[src/rtl/core/swhsr_pkg.sv]
// shared types, constants and register map for the single-wire humidity sensor reader
// no dependencies

package swhsr_pkg;

    localparam int DATA_BYTES_DEF    = 5;
    localparam int TOTAL_CHANGES_DEF = 85;
    localparam int QUEUE_DEPTH       = 2;

    localparam int OUT_BYTES   = 5;
    localparam int BITS_W      = 6;
    localparam int TIMER_W     = 16;
    localparam int LEVEL_W     = 8;
    localparam int CHANGE_W    = 7;
    localparam int FIRST_BIT_CHANGE = 4;

    localparam int APB_ADDR_W  = 4;
    localparam int APB_DATA_W  = 32;

    localparam logic [15:0] START_LOW_RST = 16'd18000;
    localparam logic [7:0]  RELEASE_RST   = 8'd40;
    localparam logic [7:0]  THRESHOLD_RST = 8'd16;
    localparam logic [7:0]  TIMEOUT_RST   = 8'd255;

    typedef enum logic [1:0] {
        REG_START_LOW = 2'd0,
        REG_RELEASE   = 2'd1,
        REG_THRESHOLD = 2'd2,
        REG_TIMEOUT   = 2'd3
    } reg_index_t;

    typedef enum logic [0:0] {
        CMD_TICK  = 1'b0,
        CMD_START = 1'b1
    } cmd_kind_t;

    typedef struct packed {
        cmd_kind_t kind;
        logic      level;
    } cmd_t;

    typedef struct packed {
        logic [15:0] start_low_ticks;
        logic [7:0]  release_ticks;
        logic [7:0]  one_threshold;
        logic [7:0]  timeout_count;
    } cfg_t;

    typedef struct packed {
        logic              drive_enable;
        logic              drive_level;
        logic              busy_res;
        logic              done_res;
        logic              timed_out;
        logic [7:0]        humidity_whole;
        logic [7:0]        humidity_fraction;
        logic [7:0]        temperature_whole;
        logic [7:0]        temperature_fraction;
        logic [7:0]        check_byte;
        logic [BITS_W-1:0] bits_received;
    } res_t;

endpackage

[src/rtl/core/swhsr_front.sv]
// front end: takes requests, classifies them and holds them in a short queue
// depends on swhsr_pkg

module swhsr_front #(
    parameter int QDEPTH = swhsr_pkg::QUEUE_DEPTH
) (
    input  logic              clk,
    input  logic              rst_n,
    input  logic              s_tvalid,
    output logic              s_tready,
    input  logic [7:0]        s_tdata,   // [0] line_level
    input  logic              s_tuser,   // [0] req_type
    output logic              cmd_valid,
    input  logic              cmd_ready,
    output swhsr_pkg::cmd_t   cmd
);

    localparam int PW = (QDEPTH > 1) ? $clog2(QDEPTH) : 1;
    localparam int CW = $clog2(QDEPTH + 1);

    swhsr_pkg::cmd_t entry_reg [QDEPTH];
    logic [PW-1:0]   wr_ptr_reg, wr_ptr_next;
    logic [PW-1:0]   rd_ptr_reg, rd_ptr_next;
    logic [CW-1:0]   count_reg, count_next;
    swhsr_pkg::cmd_t in_cmd;
    logic            push;
    logic            pop;

    always_comb
    begin
        in_cmd.kind  = s_tuser ? swhsr_pkg::CMD_START : swhsr_pkg::CMD_TICK;
        // level only matters on ticks
        in_cmd.level = s_tuser ? 1'b1 : s_tdata[0];
    end

    assign s_tready  = (count_reg != CW'(QDEPTH));
    assign cmd_valid = (count_reg != '0);
    assign cmd       = entry_reg[rd_ptr_reg];
    assign push      = s_tvalid && s_tready;
    assign pop       = cmd_valid && cmd_ready;

    always_comb
    begin
        wr_ptr_next = wr_ptr_reg;
        rd_ptr_next = rd_ptr_reg;
        count_next  = count_reg;
        if (push)
        begin
            wr_ptr_next = (wr_ptr_reg == PW'(QDEPTH - 1)) ? '0 : wr_ptr_reg + 1'b1;
        end
        if (pop)
        begin
            rd_ptr_next = (rd_ptr_reg == PW'(QDEPTH - 1)) ? '0 : rd_ptr_reg + 1'b1;
        end
        if (push && !pop)
        begin
            count_next = count_reg + 1'b1;
        end
        else if (pop && !push)
        begin
            count_next = count_reg - 1'b1;
        end
    end

    always_ff @(posedge clk or negedge rst_n)
    begin
        if (!rst_n)
        begin
            wr_ptr_reg <= '0;
            rd_ptr_reg <= '0;
            count_reg  <= '0;
        end
        else
        begin
            wr_ptr_reg <= wr_ptr_next;
            rd_ptr_reg <= rd_ptr_next;
            count_reg  <= count_next;
        end
    end

    always_ff @(posedge clk)
    begin
        if (push)
        begin
            entry_reg[wr_ptr_reg] <= in_cmd;
        end
    end

endmodule

[src/rtl/core/swhsr_back.sv]
// back end: reading sequencer, bit assembly and result register
// depends on swhsr_pkg

module swhsr_back #(
    parameter int DATA_BYTES    = swhsr_pkg::DATA_BYTES_DEF,
    parameter int TOTAL_CHANGES = swhsr_pkg::TOTAL_CHANGES_DEF
) (
    input  logic             clk,
    input  logic             rst_n,
    input  swhsr_pkg::cfg_t  cfg,
    input  logic             cmd_valid,
    output logic             cmd_ready,
    input  swhsr_pkg::cmd_t  cmd,
    output logic             res_valid,
    input  logic             res_ready,
    output swhsr_pkg::res_t  res
);

    localparam int DW        = 8 * DATA_BYTES;
    localparam int BCW       = $clog2(DW + 1);
    localparam int KW        = BCW - 3;
    localparam int TW        = swhsr_pkg::TIMER_W;
    localparam int LW        = swhsr_pkg::LEVEL_W;
    localparam int XW        = swhsr_pkg::CHANGE_W;

    typedef enum logic [3:0] {
        PH_IDLE   = 4'b0001,
        PH_LOW    = 4'b0010,
        PH_HIGH   = 4'b0100,
        PH_LISTEN = 4'b1000
    } phase_t;

    phase_t           phase_reg, phase_next;
    logic [TW-1:0]    timer_reg, timer_next;
    logic [LW-1:0]    level_cnt_reg, level_cnt_next;
    logic             prev_level_reg, prev_level_next;
    logic [XW-1:0]    change_reg, change_next;
    logic [BCW-1:0]   bit_cnt_reg, bit_cnt_next;
    logic [DW-1:0]    data_reg, data_next;
    logic             timeout_reg, timeout_next;
    logic             done_next;
    logic             res_valid_reg;
    swhsr_pkg::res_t  res_reg, res_next;
    logic             step;
    logic [TW-1:0]    timer_inc;
    logic [LW-1:0]    level_inc;
    logic [XW-1:0]    change_inc;
    logic             take_bit;
    logic             put_en;
    logic             new_bit;
    logic [7:0]       byte_out [swhsr_pkg::OUT_BYTES];

    assign cmd_ready  = !res_valid_reg || res_ready;
    assign step       = cmd_valid && cmd_ready;
    assign timer_inc  = timer_reg + 1'b1;
    assign level_inc  = level_cnt_reg + 1'b1;
    assign change_inc = change_reg + 1'b1;
    assign take_bit   = (change_reg >= XW'(swhsr_pkg::FIRST_BIT_CHANGE)) && !change_reg[0];
    assign put_en     = (bit_cnt_reg < BCW'(DW));
    assign new_bit    = (level_cnt_reg > cfg.one_threshold);

    always_comb
    begin
        phase_next      = phase_reg;
        timer_next      = timer_reg;
        level_cnt_next  = level_cnt_reg;
        prev_level_next = prev_level_reg;
        change_next     = change_reg;
        bit_cnt_next    = bit_cnt_reg;
        data_next       = data_reg;
        timeout_next    = timeout_reg;
        done_next       = 1'b0;
        if (cmd.kind == swhsr_pkg::CMD_START)
        begin
            phase_next      = PH_LOW;
            timer_next      = '0;
            level_cnt_next  = '0;
            prev_level_next = 1'b1;
            change_next     = '0;
            bit_cnt_next    = '0;
            data_next       = '0;
            timeout_next    = 1'b0;
        end
        else
        begin
            unique case (phase_reg)
                PH_IDLE:
                begin
                end
                PH_LOW:
                begin
                    if (timer_inc == '0 || timer_inc >= cfg.start_low_ticks)
                    begin
                        phase_next = PH_HIGH;
                        timer_next = '0;
                    end
                    else
                    begin
                        timer_next = timer_inc;
                    end
                end
                PH_HIGH:
                begin
                    if (timer_inc >= TW'(cfg.release_ticks))
                    begin
                        phase_next      = PH_LISTEN;
                        timer_next      = '0;
                        level_cnt_next  = '0;
                        prev_level_next = 1'b1;
                    end
                    else
                    begin
                        timer_next = timer_inc;
                    end
                end
                PH_LISTEN:
                begin
                    if (cmd.level == prev_level_reg)
                    begin
                        level_cnt_next = level_inc;
                        if (level_inc >= cfg.timeout_count || level_inc == '0)
                        begin
                            timeout_next = 1'b1;
                            phase_next   = PH_IDLE;
                            done_next    = 1'b1;
                        end
                    end
                    else
                    begin
                        if (take_bit && put_en)
                        begin
                            for (int j = 0; j < DATA_BYTES; j++)
                            begin
                                if (bit_cnt_reg[BCW-1:3] == KW'(j))
                                begin
                                    data_next[8*j +: 8] = {data_reg[8*j +: 7], new_bit};
                                end
                            end
                            bit_cnt_next = bit_cnt_reg + 1'b1;
                        end
                        change_next     = change_inc;
                        level_cnt_next  = '0;
                        prev_level_next = cmd.level;
                        if (change_inc >= XW'(TOTAL_CHANGES))
                        begin
                            phase_next = PH_IDLE;
                            done_next  = 1'b1;
                        end
                    end
                end
                default:
                begin
                    phase_next = PH_IDLE;
                end
            endcase
        end
    end

    // bytes past the configured count read as zero
    for (genvar i = 0; i < swhsr_pkg::OUT_BYTES; i++)
    begin : g_bytes
        if (i < DATA_BYTES)
        begin : g_used
            assign byte_out[i] = data_next[8*i +: 8];
        end
        else
        begin : g_unused
            assign byte_out[i] = 8'd0;
        end
    end

    always_comb
    begin
        res_next.drive_enable         = (phase_next == PH_LOW) || (phase_next == PH_HIGH);
        res_next.drive_level          = (phase_next == PH_HIGH);
        res_next.busy_res             = (phase_next != PH_IDLE);
        res_next.done_res             = done_next;
        res_next.timed_out            = timeout_next;
        res_next.humidity_whole       = byte_out[0];
        res_next.humidity_fraction    = byte_out[1];
        res_next.temperature_whole    = byte_out[2];
        res_next.temperature_fraction = byte_out[3];
        res_next.check_byte           = byte_out[4];
        res_next.bits_received        = swhsr_pkg::BITS_W'(bit_cnt_next);
    end

    always_ff @(posedge clk or negedge rst_n)
    begin
        if (!rst_n)
        begin
            phase_reg      <= PH_IDLE;
            timer_reg      <= '0;
            level_cnt_reg  <= '0;
            prev_level_reg <= 1'b1;
            change_reg     <= '0;
            bit_cnt_reg    <= '0;
            data_reg       <= '0;
            timeout_reg    <= 1'b0;
            res_valid_reg  <= 1'b0;
        end
        else
        begin
            if (step)
            begin
                phase_reg      <= phase_next;
                timer_reg      <= timer_next;
                level_cnt_reg  <= level_cnt_next;
                prev_level_reg <= prev_level_next;
                change_reg     <= change_next;
                bit_cnt_reg    <= bit_cnt_next;
                data_reg       <= data_next;
                timeout_reg    <= timeout_next;
                res_valid_reg  <= 1'b1;
            end
            else if (res_ready)
            begin
                res_valid_reg <= 1'b0;
            end
        end
    end

    always_ff @(posedge clk)
    begin
        if (step)
        begin
            res_reg <= res_next;
        end
    end

    assign res_valid = res_valid_reg;
    assign res       = res_reg;

endmodule

[src/rtl/core/single_wire_humidity_sensor_reader.sv]
// Single-wire humidity sensor reader. Each request (a start or a one-microsecond tick with the
// sampled line level) gives exactly one result, showing the drive control, status and the
// received bytes after that request. One request is taken per clock cycle while results are
// accepted on m_tready: the sequencer updates its state and registers the result, and a request
// goes through the front queue and then the result register. While a result waits on
// m_tready the sequencer holds, and the front queue takes requests until it holds two, then
// s_tready drops. Write the registers through the APB port only while no request or result is
// in flight, since a queued request uses the values present when it reaches the sequencer.
// depends on swhsr_pkg, swhsr_front, swhsr_back

module single_wire_humidity_sensor_reader #(
    parameter int DATA_BYTES    = swhsr_pkg::DATA_BYTES_DEF,
    parameter int TOTAL_CHANGES = swhsr_pkg::TOTAL_CHANGES_DEF
) (
    input  logic                             clk,
    input  logic                             rst_n,
    input  logic                             psel,
    input  logic                             penable,
    input  logic                             pwrite,
    input  logic [swhsr_pkg::APB_ADDR_W-1:0] paddr,
    input  logic [swhsr_pkg::APB_DATA_W-1:0] pwdata,
    output logic [swhsr_pkg::APB_DATA_W-1:0] prdata,
    output logic                             pready,
    input  logic                             s_tvalid,
    output logic                             s_tready,
    input  logic [7:0]                       s_tdata,  // [0] line_level
    input  logic                             s_tuser,  // [0] req_type
    output logic                             m_tvalid,
    input  logic                             m_tready,
    // [0] drive_enable, [1] drive_level, [2] busy_res, [3] timed_out, [11:4] humidity_whole,
    // [19:12] humidity_fraction, [27:20] temperature_whole, [35:28] temperature_fraction,
    // [43:36] check_byte, [49:44] bits_received
    output logic [55:0]                      m_tdata,
    output logic                             m_tlast   // done_res
);

    swhsr_pkg::cfg_t       cfg_reg, cfg_next;
    swhsr_pkg::reg_index_t reg_sel;
    logic                  wr_en;
    logic                  cmd_valid;
    logic                  cmd_ready;
    swhsr_pkg::cmd_t       cmd;
    logic                  res_valid;
    swhsr_pkg::res_t       res;

    assign pready  = 1'b1;
    assign reg_sel = swhsr_pkg::reg_index_t'(paddr[3:2]);
    assign wr_en   = psel && penable && pwrite && pready;

    always_comb
    begin
        cfg_next = cfg_reg;
        if (wr_en)
        begin
            unique case (reg_sel)
                swhsr_pkg::REG_START_LOW: cfg_next.start_low_ticks = pwdata[15:0];
                swhsr_pkg::REG_RELEASE:   cfg_next.release_ticks   = pwdata[7:0];
                swhsr_pkg::REG_THRESHOLD: cfg_next.one_threshold   = pwdata[7:0];
                swhsr_pkg::REG_TIMEOUT:   cfg_next.timeout_count   = pwdata[7:0];
                default:                  cfg_next = cfg_reg;
            endcase
        end
    end

    always_comb
    begin
        unique case (reg_sel)
            swhsr_pkg::REG_START_LOW: prdata = {16'd0, cfg_reg.start_low_ticks};
            swhsr_pkg::REG_RELEASE:   prdata = {24'd0, cfg_reg.release_ticks};
            swhsr_pkg::REG_THRESHOLD: prdata = {24'd0, cfg_reg.one_threshold};
            swhsr_pkg::REG_TIMEOUT:   prdata = {24'd0, cfg_reg.timeout_count};
            default:                  prdata = '0;
        endcase
    end

    always_ff @(posedge clk or negedge rst_n)
    begin
        if (!rst_n)
        begin
            cfg_reg.start_low_ticks <= swhsr_pkg::START_LOW_RST;
            cfg_reg.release_ticks   <= swhsr_pkg::RELEASE_RST;
            cfg_reg.one_threshold   <= swhsr_pkg::THRESHOLD_RST;
            cfg_reg.timeout_count   <= swhsr_pkg::TIMEOUT_RST;
        end
        else
        begin
            cfg_reg <= cfg_next;
        end
    end

    swhsr_front #(
        .QDEPTH(swhsr_pkg::QUEUE_DEPTH)
    ) u_front (
        .clk       (clk),
        .rst_n     (rst_n),
        .s_tvalid  (s_tvalid),
        .s_tready  (s_tready),
        .s_tdata   (s_tdata),
        .s_tuser   (s_tuser),
        .cmd_valid (cmd_valid),
        .cmd_ready (cmd_ready),
        .cmd       (cmd)
    );

    swhsr_back #(
        .DATA_BYTES    (DATA_BYTES),
        .TOTAL_CHANGES (TOTAL_CHANGES)
    ) u_back (
        .clk       (clk),
        .rst_n     (rst_n),
        .cfg       (cfg_reg),
        .cmd_valid (cmd_valid),
        .cmd_ready (cmd_ready),
        .cmd       (cmd),
        .res_valid (res_valid),
        .res_ready (m_tready),
        .res       (res)
    );

    assign m_tvalid = res_valid;
    assign m_tlast  = res.done_res;
    assign m_tdata  = {6'd0,
                       res.bits_received,
                       res.check_byte,
                       res.temperature_fraction,
                       res.temperature_whole,
                       res.humidity_fraction,
                       res.humidity_whole,
                       res.timed_out,
                       res.busy_res,
                       res.drive_level,
                       res.drive_enable};

endmodule

[config.mk]
export PLATFORM = sky130hd
export DESIGN_NAME = single_wire_humidity_sensor_reader
export DESIGN_NICKNAME = d
export VERILOG_FILES = /design/src/rtl/core/swhsr_pkg.sv /design/src/rtl/core/swhsr_front.sv /design/src/rtl/core/swhsr_back.sv /design/src/rtl/core/single_wire_humidity_sensor_reader.sv
export SDC_FILE = /design/constraint.sdc
export NUM_CORES = 1
export LEC_CHECK = 0
export ABC_AREA = 1
export BUFFER_PORTS_ARGS = -buffer_cell sky130_fd_sc_hd__buf_2
export CORE_ASPECT_RATIO = 1.2
export CORE_MARGIN = 2
export CORE_UTILIZATION = 40
export CTS_BUF_LIST = sky130_fd_sc_hd__clkbuf_8
export CTS_CLUSTER_DIAMETER = 60
export DETAILED_ROUTE_END_ITERATION = 6
export PLACE_DENSITY_LB_ADDON = 0.15
export RECOVER_POWER = 100
export SLEW_MARGIN = 20
export SYNTH_ARGS = -nofsm -noshare
export SYNTH_HDL_FRONTEND = slang
export SYNTH_SLANG_ARGS = --single-unit
export TNS_END_PERCENT = 10
[constraint.sdc]
create_clock -name clk -period 4.7 [get_ports clk]
set_input_delay 0.705 -clock clk [delete_from_list [all_inputs] [get_ports clk]]
set_output_delay 0.705 -clock clk [all_outputs]
set_load 0.02 [all_outputs]
### Word-level counts from Yosys, hierarchy flattened

Memories as Yosys holds them, arrays and structs flattened.
Index checks and enable logic that the tools add are counted.

| word-level totals | value |
|---|---|
| bits of input ports | 52 |
| logic and storage cells | 151 |
| output and inout bits | 92 |
| bits in registers | 179 |
| memories | 1 |
| bits in writable memories | 4 |

Memory list:

| name | depth | bits a word | read ports | clocked after Yosys merged registers in | wr ports | line | text |
|---|---|---|---|---|---|---|---|
| u_front.entry_reg | 2 | 2 | 1 | 0 | 1 | swhsr_front.sv:21 | `swhsr_pkg::cmd_t entry_reg [QDEPTH];` |

| cells by class | value |
|---|---|
| muxes and demuxes | 53 |
| eq/ne operators | 19 |
| order comparisons | 7 |
| bitwise logic cells | 1 |
| $add $sub $neg | 8 |
| reductions and logical operators | 35 |

Operators with widths:

| operator | number |
|---|---|
| $mux 40 | 4 |
| $pmux 32 s4 | 1 |
| $mux 8 | 8 |
| $mux 16 | 3 |
| $pmux 16 s2 | 1 |
| $mux 4 | 6 |
| $mux 6 | 4 |
| $mux 7 | 3 |
| $mux 1 | 18 |
| $add 16x1->16 const B | 1 |
| $ge 16x16->1 | 1 |
| $ge 16x8->1 | 1 |
| $logic_not 16->1 | 1 |
| $pmux 4 s4 | 1 |
| $pmux 8 s2 | 1 |
| $reduce_and 2->1 | 5 |
| $add 8x1->8 const B | 1 |
| $eq 4x2->1 const B | 2 |
| $eq 4x3->1 const B | 2 |
| $ge 8x8->1 | 1 |
| $gt 8x8->1 | 1 |
| $logic_and 1x1->1 | 8 |
| $logic_not 8->1 | 1 |
| $reduce_bool 2->1 | 4 |
| other kinds (31) | 44 |

### Logic depth before layout (Yosys ltp)

Gate-level depths: netlist (run 1).

| depth | value |
|---|---|
| depth after elaboration | 9 |
| mapped depth | 21 |
| gate-level depth less buffers | 21 |

### By module

A second synthesis (run 1) with hierarchy kept.

| second synthesis, totals | value |
|---|---|
| cells, all modules | 1198 |
| area, all modules | 10049.6 um^2 |

Modules (own cells, without submodules):

| module | sequential area each (um^2) | area an instance (um^2) | cells each | instances |
|---|---|---|---|---|
| swhsr_back | 3636.0 | 7511.0 | 889 | 1 |
| single_wire_humidity_sensor_reader | 1021.0 | 2144.6 | 269 | 1 |
| swhsr_front | 220.2 | 394.1 | 40 | 1 |

### Worst setup path after synthesis (run 1)

OpenSTA, ideal clock, no wires.

| path | value |
|---|---|
| path type | input port to flip-flop |
| from | in m_tready |
| to | reg u_back.res_reg, in the netlist u_back.res[0], enable pin |
| arrival time | 2.223 ns |
| setup slack | 2.089 ns |
| library setup time | 0.388 ns |
| cell stages on the path | 4 |
| path buffers | 2 |
| data required time | 4.312 ns |
| cell sequence | nor2_1 a21oi_1 clkbuf_1 buf_2 |

| between the ends | value |
|---|---|
| cells in the longest elaborated chain, start to end | 2 |

RTL lines:

| what | line | text |
|---|---|---|
| from (decl) | single_wire_humidity_sensor_reader.sv:29 | `input logic m_tready,` |
| $logic_or 1x1->1 | swhsr_back.sv:53 | `assign cmd_ready = !res_valid_reg \|\| res_ready;` |
| $logic_and 1x1->1 | swhsr_back.sv:54 | `assign step = cmd_valid && cmd_ready;` |
| via u_back.step | swhsr_back.sv:44 | `logic step;` |
| to (signal assigned) | swhsr_back.sv:226 | `res_reg <= res_next;` |
| to (decl) | swhsr_back.sv:43 | `swhsr_pkg::res_t res_reg, res_next;` |

The timed path passes the listed nets, and every way through them passes these cells.
A chain may end at the register's enable or synchronous reset.

### Worst setup path in the final report (run 1)

| path | value |
|---|---|
| from | reg u_back.timer_reg[0] |
| to | reg u_back.timer_reg[10] |

| between the ends | value |
|---|---|
| cells in the longest elaborated chain, start to end | 6 |
| elaborated cells on any way between the ends | 9 |
| classes of those cells | add/sub (1); order compare (2); mux (4); reduce/logical (2) |

RTL lines:

| what | line | text |
|---|---|---|
| from (decl) | swhsr_back.sv:34 | `logic [TW-1:0] timer_reg, timer_next;` |
| from (signal assigned) | swhsr_back.sv:206 | `timer_reg <= timer_next;` |
| $add 16x1->16 * | swhsr_back.sv:55 | `assign timer_inc = timer_reg + 1'b1;` |
| $ge 16x16->1 / $logic_not 16->1 (equally long branches) | swhsr_back.sv:92 | `if (timer_inc == '0 \|\| timer_inc >= cfg.start_low_ticks)` |
| $logic_or 1x1->1 | swhsr_back.sv:92 |  |
| $mux 16 | swhsr_back.sv:92 |  |
| $pmux 16 s2 * | swhsr_back.sv:86 | `unique case (phase_reg)` |
| $mux 16 * | swhsr_back.sv:73 | `if (cmd.kind == swhsr_pkg::CMD_START)` |

Mark *: on every way between the ends. The rest lies on a longest branch, timed or not.

==> results.json, run 1 <==
{
  "nNetsFinal": 1334,
  "clk_path_buf_depth": 2,
  "synthArstFlopShare": 0.699,
  "synth_area_per_cell_um2": 8.58,
  "postCtsResizedCells": 0,
  "routed_wl_um": 21700,
  "min_period_ns": 3.45,
  "drv_slew": 103,
  "h-tree-depth": 4,
  "multi_input_area_um2": 3960,
  "drc": 0,
  "ir_drop_mv": 0.463,
  "yosysTopAreaCellShare": 0.278,
  "relSlewSlack": -0.758,
  "power_leakage_nw": 5.02,
  "worst_hold_path_type": "in -> reg",
  "rows": 63,
  "hpwlAfterDp_um": 15100,
  "regToRegSetupSlack_ns": 1.25,
  "yosysSeqAreaShare": 0.492,
  "min_path_cells": 2,
  "grt.met3_usage": 0.0382,
  "synth_edf_count": 55,
  "crit_path_start_kind": "register",
  "initialDrtViolationCount": 357,
  "top_usage_layer": "met2",
  "path_class": "reg -> reg",
  "io_buffer_count": 95,
  "tns_ns": 0,
  "synth_flop_cell": "dfrtp_1",
  "fin_skew_ns": 0.0185,
  "violations": "max-capacitance violations, max-slew violations",
  "grt_use_met2": 0.288,
  "p_sw_frac": 0.396,
  "startpoint": "u_back.timer_reg[0]",
  "combPwrFrac": 0.325,
  "worstPathRequired_ns": 5.04,
  "fill_cells": 2504,
  "cts_tree": "done",
  "r2r-end": "u_back.timer_reg[10]",
  "start_util": 0.404,
  "clockRootBuffer": "clkbuf_8",
  "rsz0062_at_grt": "false",
  "worstMarginPinSlew_ns": 2.64,
  "p_per_area_nw_per_um2": 463,
  "gp_congestion": 0.804,
  "grt_pass1_wl_um": 35700,
  "grt_antenna_before_repair": 0,
  "outcome": "finished with violations",
  "power_frac_seq": 0.447,
  "gr-total-overflow": 0,
  "antenna_cells": 0,
  "fmax_mhz": 290,
  "post-cts-setup-buffers": 0,
  "hold_buffers": 0,
  "die_w_um": 148,
  "clock_latency_ns": 0.47,
  "p_int_mw": 3.00,
  "hold_viol": 0,
  "regArea_um2": 4880,
  "detailedRoute.firstPassIterationCount": 5,
  "wl_per_cell_um": 13.8,
  "finalSetupViolCount": 0,
  "arrival_ns": 3.79,
  "fin_total_pwr_mw": 4.96,
  "largest_reg_flops": 51,
  "yosysMostFrequentCell": "nand2_1",
  "coreArea_um2": 24500,
  "yosys-top-cells-count": "nand2_1, inv_1, o21ai_0, dfrtp_1",
  "critPathMaxFanout": 16,
  "cts_buffers": 17,
  "final.period_utilization": 0.734,
  "synth.yosys.warnings": 0,
  "drv_cap": 2,
  "drive_gt1_frac": 0.0762,
  "gr-usage-met1": 0.224,
  "track_usage": 0.171,
  "min_to": "u_back.res_valid",
  "ios": 144,
  "synth_largest_area_cell": "dfrtp_1",
  "ant_nets": 0,
  "synth_area_um2": 9910,
  "cts.sink_count": 183,
  "synth_cell_types": 45,
  "clk_pin_slew_ns": 0.10,
  "switching_power_mw": 1.96,
  "ys_seq_elements": 183,
  "end_kind": "register",
  "rr_startpoint": "u_back.timer_reg[0]",
  "vias_per_cell": 4.85,
  "die_h_um": 176,
  "synthCells": 1154,
  "hp-start": "m_tready",
  "areaGrowthSynthToFinish_pct": 8.11,
  "p_clk_frac": 0.228,
  "r2r_cells": 20,
  "dieArea_um2": 26000,
  "synth.area.top_cells": "dfrtp_1, edfxtp_1, nand2_1",
  "grt_max_degree": 158,
  "grt_pass1_vias": 7103,
  "dr_total_vias": 7620
}
## critical path, stage by stage, from the launching register on
cell and delay, ns:
dfrtp_1 0.50, ha_1 0.21, nand2_1 0.09, nor2_1 0.26
nand2_1 0.16, nor2_1 0.13, nand2_1 0.05, nand2_1 0.09
inv_1 0.06, ha_1 0.27, nand2_1 0.06, inv_1 0.05
nand3_1 0.09, nor3_1 0.27, nand2_1 0.09, nand2_1 0.06
a21oi_1 0.04, nand2_1 0.17, nand2_1 0.40, nand4_1 0.21
nand2_1 0.08
## kinds of logic after synthesis
kind of cell / Yosys count / synth area share
other: 2 / 0.000758
buffers and inverters: 225 / 0.0989
AO/OA/AOI/OAI: 241 / 0.134
AND/OR/NAND/NOR: 438 / 0.196
adder cells (fa/ha/maj): 48 / 0.0606
flip-flops: 183 / 0.492
XOR/XNOR: 17 / 0.0169
## routing by layer
layer,share of wire,wire (um)
met4,0.011,248
met2,0.48,10400
met1,0.46,10100
met5,0,0
met3,0.044,948
## final cells by class
cell class / instances / share of cell area
multi-input cells: 767 / 0.370
flip-flops and latches: 183 / 0.455
inverters: 166 / 0.0582
repair buffers: 99 / 0.0400
clock buffers: 19 / 0.0244
clock inverters: 12 / 0.0141
well taps: 325 / 0.0380
## how the worst max path moves through the flow
stage | to | slack, ns
after global routing | u_back.timer_reg[15] | 0.81
after global placement | u_back.res[50] | 1.65
final | u_back.timer_reg[10] | 1.25
after floorplan | u_back.res[0] | 2.09
after detailed placement | u_back.res[50] | 1.61
after CTS | u_back.res[50] | 1.58
## power by group through the flow
stage	logic, mW	clock network [mW]	registers [mW]
floorplan	1.02	0	2.44
CTS	1.78	1.17	2.22
detailed placement	1.78	0	2.25
finish	1.61	1.13	2.22
global route	1.83	1.22	2.26
global placement	1.77	0	2.24
## metrics by stage
| step | setup slack [ns] | area, um2 | cells | util | hold WS [ns] |
|---|---|---|---|---|---|
| 6_report | 1.25 | 10700 | 1571 | 0.437 | 0.450 |
| 5_1_grt | 0.807 | 10700 | 1571 | 0.437 | 0.429 |
| 4_1_cts | 1.58 | 11000 | 1571 | 0.448 | 0.385 |
| 3_5_place_dp | 1.61 | 10600 | 1540 | 0.431 | 0.465 |
| 3_3_place_gp | 1.65 | 10600 | 1540 | 0.431 | 0.462 |
| 2_1_floorplan | 2.09 | 9990 | 1175 | - | 0.409 |
## placed cells by master (no fill, tap or decap), types with 33 or more instances in the layout
cell type	count
nand3_1	33
nand4_1	35
o21ai_0	141
edfxtp_1	55
clkbuf_1	72
ha_1	48
a21oi_1	74
nand2_1	271
nor2_1	76
dfrtp_1	110
inv_1	163
Power figures use the tool's default switching activity.
==> inputs of run 2 (changes only) <==
- clock period: 4.7 -> 3.6 ns (I/O delays scaled with it)
==> results.json, run 2 (synthesis gave the netlist of run 1 again) <==
{
  "outcome": "finished with violations",
  "violations": "max-capacitance violations, max-slew violations",
  "p_per_area_nw_per_um2": 603,
  "routed_wl_um": 21800,
  "gr-total-overflow": 0,
  "rr_startpoint": "u_back.timer_reg[0]",
  "io_buffer_count": 95,
  "detailedRoute.firstPassIterationCount": 5,
  "fin_skew_ns": 0.0169,
  "grt_pass1_wl_um": 36200,
  "postCtsResizedCells": 0,
  "drv_cap": 3,
  "relSlewSlack": -0.360,
  "post-cts-setup-buffers": 0,
  "clk_pin_slew_ns": 0.10,
  "worst_hold_path_type": "in -> reg",
  "nNetsFinal": 1339,
  "rsz0062_at_grt": "false",
  "die_h_um": 176,
  "hold_buffers": 0,
  "final.period_utilization": 0.878,
  "end_kind": "register",
  "largest_reg_flops": 51,
  "hold_viol": 0,
  "final_cell_mix": "nand2_1, inv_1, o21ai_0",
  "antenna_cells": 0,
  "fin_total_pwr_mw": 6.50,
  "start_util": 0.404,
  "startpoint": "u_back.timer_reg[0]",
  "drc": 0,
  "drv_slew": 127,
  "grt_antenna_before_repair": 0,
  "areaGrowthSynthToFinish_pct": 8.76,
  "crit_path_start_kind": "register",
  "ir_drop_mv": 0.465,
  "cts.sink_count": 183,
  "tns_ns": 0,
  "dr_total_vias": 7568,
  "ios": 144,
  "hp-start": "m_tready",
  "path_class": "reg -> reg",
  "ant_nets": 0,
  "cts_buffers": 17,
  "rows": 63,
  "power_leakage_nw": 5.03,
  "clock_latency_ns": 0.48,
  "cts_tree": "done",
  "min_period_ns": 3.16,
  "clk_path_buf_depth": 2,
  "dieArea_um2": 26000,
  "finalSetupViolCount": 0,
  "vias_per_cell": 4.80,
  "worstMarginPinSlew_ns": 2.04,
  "hpwlAfterDp_um": 15400,
  "h-tree-depth": 4,
  "initialDrtViolationCount": 398,
  "coreArea_um2": 24500,
  "wl_per_cell_um": 13.8,
  "gp_congestion": 0.794,
  "grt_max_degree": 129,
  "die_w_um": 148,
  "drive_gt1_frac": 0.0863,
  "arrival_ns": 3.52,
  "fmax_mhz": 316,
  "clockRootBuffer": "clkbuf_8",
  "critPathMaxFanout": 11,
  "final_common_cell": "nand2_1",
  "track_usage": 0.174,
  "fill_cells": 2503,
  "grt_pass1_vias": 7357,
  "worstPathRequired_ns": 3.96
}
## run 2: path summary, 6_finish.rpt
check / endpoint / slack, ns / cells past startpoint
min in group asynchronous: cfg_reg[13] / 0.58 / 1
min: u_back.res_valid / 0.25 / 2
max: u_back.level_cnt_reg[5] / 0.44 / 16
min reg2reg: u_back.prev_level_reg / 0.47 / 2
max in group asynchronous: cfg_reg[32] / 1.08 / 2
max reg2reg: u_back.level_cnt_reg[5] / 0.44 / 16
## run 2: power breakdown
group          internal (mW)  switching (mW)
logic                  0.535            1.62
clock network          0.637           0.816
registers               2.67           0.219
## run 2: through the flow
stage               setup WS (ns)  area (um2)   util  hold WS, ns  instances
floorplan                    1.05        9990      -        0.244       1175
global placement            0.597       10600  0.433        0.463       1545
detailed placement          0.554       10600  0.433        0.463       1545
CTS                         0.548       11000  0.449       0.0889       1577
global route               0.0707       10800  0.440        0.227       1577
finish                      0.438       10800  0.440        0.254       1577
## run 2: layout make-up
class | count | area, um2 | share of cell area
clock buffer | 17 | 234 | 0.0217
tap | 325 | 407 | 0.0377
multi-input combinational | 767 | 4010 | 0.372
clock inverter | 15 | 173 | 0.0160
inverter | 166 | 623 | 0.0578
sequential | 183 | 4880 | 0.453
timing repair buffer | 104 | 450 | 0.0418
## run 2: critical path, stage by stage, from the launching register on
cell	delay, ns
dfrtp_1	0.50
ha_1	0.21
nand2_1	0.12
nor2_4	0.16
nand2_1	0.11
xor2_1	0.20
inv_1	0.12
ha_1	0.28
nand2_1	0.05
o21ai_0	0.20
a21oi_1	0.07
nand4_2	0.15
nor2_2	0.04
nand2_1	0.31
nand3_2	0.27
nand2_1	0.17
nand2_1	0.06
## run 2: metal layers
layer / routed length, um / share of wire / track usage / vias up
met1: 10000 / 0.46 / 0.219 / 3512
met4: 434 / 0.020 / 0.0565 / 0
met2: 10400 / 0.48 / 0.294 / 132
li1: - / - / - / 3901
met5: 0 / 0 / 0 / -
met3: 948 / 0.043 / 0.0421 / 23
==> inputs of run 3 (changes only) <==
- RECOVER_POWER: 100 -> default
==> results.json, run 3 (synthesis gave the netlist of run 1 again) <==
{
  "dr_total_vias": 7588,
  "outcome": "completed",
  "detailedRoute.firstPassIterationCount": 5,
  "critPathMaxFanout": 16,
  "final.period_utilization": 0.843,
  "hpwlAfterDp_um": 15400,
  "rows": 63,
  "holdWs_ns": 0.0464,
  "vias_per_cell": 4.81,
  "hold_viol": 0,
  "areaGrowthSynthToFinish_pct": 11.2,
  "cts_tree": "done",
  "fill_cells": 2436,
  "top_usage_layer": "met2",
  "final_cell_mix": "nand2_1, inv_1, o21ai_0",
  "initialDrtViolationCount": 398,
  "rsz0062_at_grt": "false",
  "clk_path_buf_depth": 2,
  "path_class": "reg -> reg",
  "wl_per_cell_um": 13.8,
  "grt.met3_usage": 0.0421,
  "die_w_um": 148,
  "worst_hold_path_type": "in -> async",
  "regToRegSetupSlack_ns": 0.57,
  "p_per_area_nw_per_um2": 604,
  "routed_wl_um": 21800,
  "dieArea_um2": 26000,
  "coreArea_um2": 24500,
  "final_core_util": 0.449,
  "worstMarginPinSlew_ns": 0.914,
  "fmax_mhz": 329,
  "drv_slew": 0,
  "drive_gt1_frac": 0.163,
  "clockRootBuffer": "clkbuf_8",
  "power_leakage_nw": 5.30,
  "cts_buffers": 17,
  "fin_skew_ns": 0.0170,
  "stdcell_count": 1577,
  "worstPathRequired_ns": 3.97,
  "h-tree-depth": 4,
  "drv_cap": 0,
  "grt_pass1_wl_um": 36200,
  "grt_pass1_vias": 7357,
  "placed_area_um2": 10600,
  "final_area_um2": 11000,
  "arrival_ns": 3.41,
  "ios": 144,
  "clock_latency_ns": 0.48,
  "gr-usage-met1": 0.219,
  "io_buffer_count": 95,
  "finalSetupViolCount": 0,
  "grt_antenna_before_repair": 0,
  "end_kind": "register",
  "fin_ws_ns": 0.565,
  "ir_drop_mv": 0.473,
  "relSlewSlack": 0.389,
  "grt_max_degree": 129,
  "hold_buffers": 0,
  "gr-total-overflow": 0,
  "min_period_ns": 3.03,
  "grt_use_met2": 0.294,
  "crit_path_start_kind": "register",
  "start_util": 0.404,
  "fin_total_pwr_mw": 6.65,
  "antenna_cells": 0,
  "clk_pin_slew_ns": 0.10,
  "post-place-ws_ns": 0.554,
  "cts.sink_count": 183,
  "track_usage": 0.174,
  "postCtsResizedCells": 0,
  "gp_congestion": 0.794,
  "final_common_cell": "nand2_1",
  "die_h_um": 176,
  "nNetsFinal": 1339,
  "dp.cells": 1545,
  "rr_startpoint": "u_back.timer_reg[0]",
  "tns_ns": 0,
  "post-cts-setup-buffers": 0,
  "largest_reg_flops": 51,
  "startpoint": "u_back.timer_reg[0]",
  "drc": 0,
  "ant_nets": 0
}
## run 3: cell types whose count changed in the layout (fill, tap and decap cells not counted), sizes merged
cell and change:
buf +77, clkbuf -77
## run 3: critical path, cell delays in order (launching register included)
cell and delay [ns]:
dfrtp_1 0.50, ha_1 0.23, nand2_2 0.09, nor2_4 0.16, nand2_2 0.09, nor2_1 0.11
nand2_1 0.05, nand2_1 0.09, inv_1 0.06, ha_1 0.27, nand2_1 0.06, inv_1 0.05
nand3_1 0.09, nor3_1 0.24, nand2_1 0.09, nand2_1 0.06, a21oi_1 0.04, nand2_1 0.17
nand2_2 0.25, nand4_1 0.17, nand2_1 0.07
## run 3: cell type report
class,instances,area [um2],area share
timing repair buffer,104,562,0.0510
clock buffer,17,234,0.0212
multi-input combinational,767,4140,0.376
inverter,166,623,0.0566
clock inverter,15,173,0.0157
tap,325,407,0.0369
sequential,183,4880,0.443
## run 3: path summary, 6_finish.rpt
kind,end,cells past startpoint
worst max-delay path,u_back.timer_reg[9],20
worst min-delay path,cfg_reg[13],1
worst max register to register,u_back.timer_reg[9],20
worst min register to register,u_front.count_reg[0],1
max in group asynchronous,cfg_reg[30],2
min in group clk,u_back.res_valid,2
## run 3: routing by layer
metal	part of all wire	wire [um]
met1	0.46	9950
met2	0.48	10400
met3	0.046	993
met4	0.020	433
met5	0	0
## run 3: report_power, final
part	total [mW]	internal (mW)	switching, mW
sequential	2.89	2.67	0.222
clock	1.45	0.637	0.815
combinational	2.30	0.630	1.67
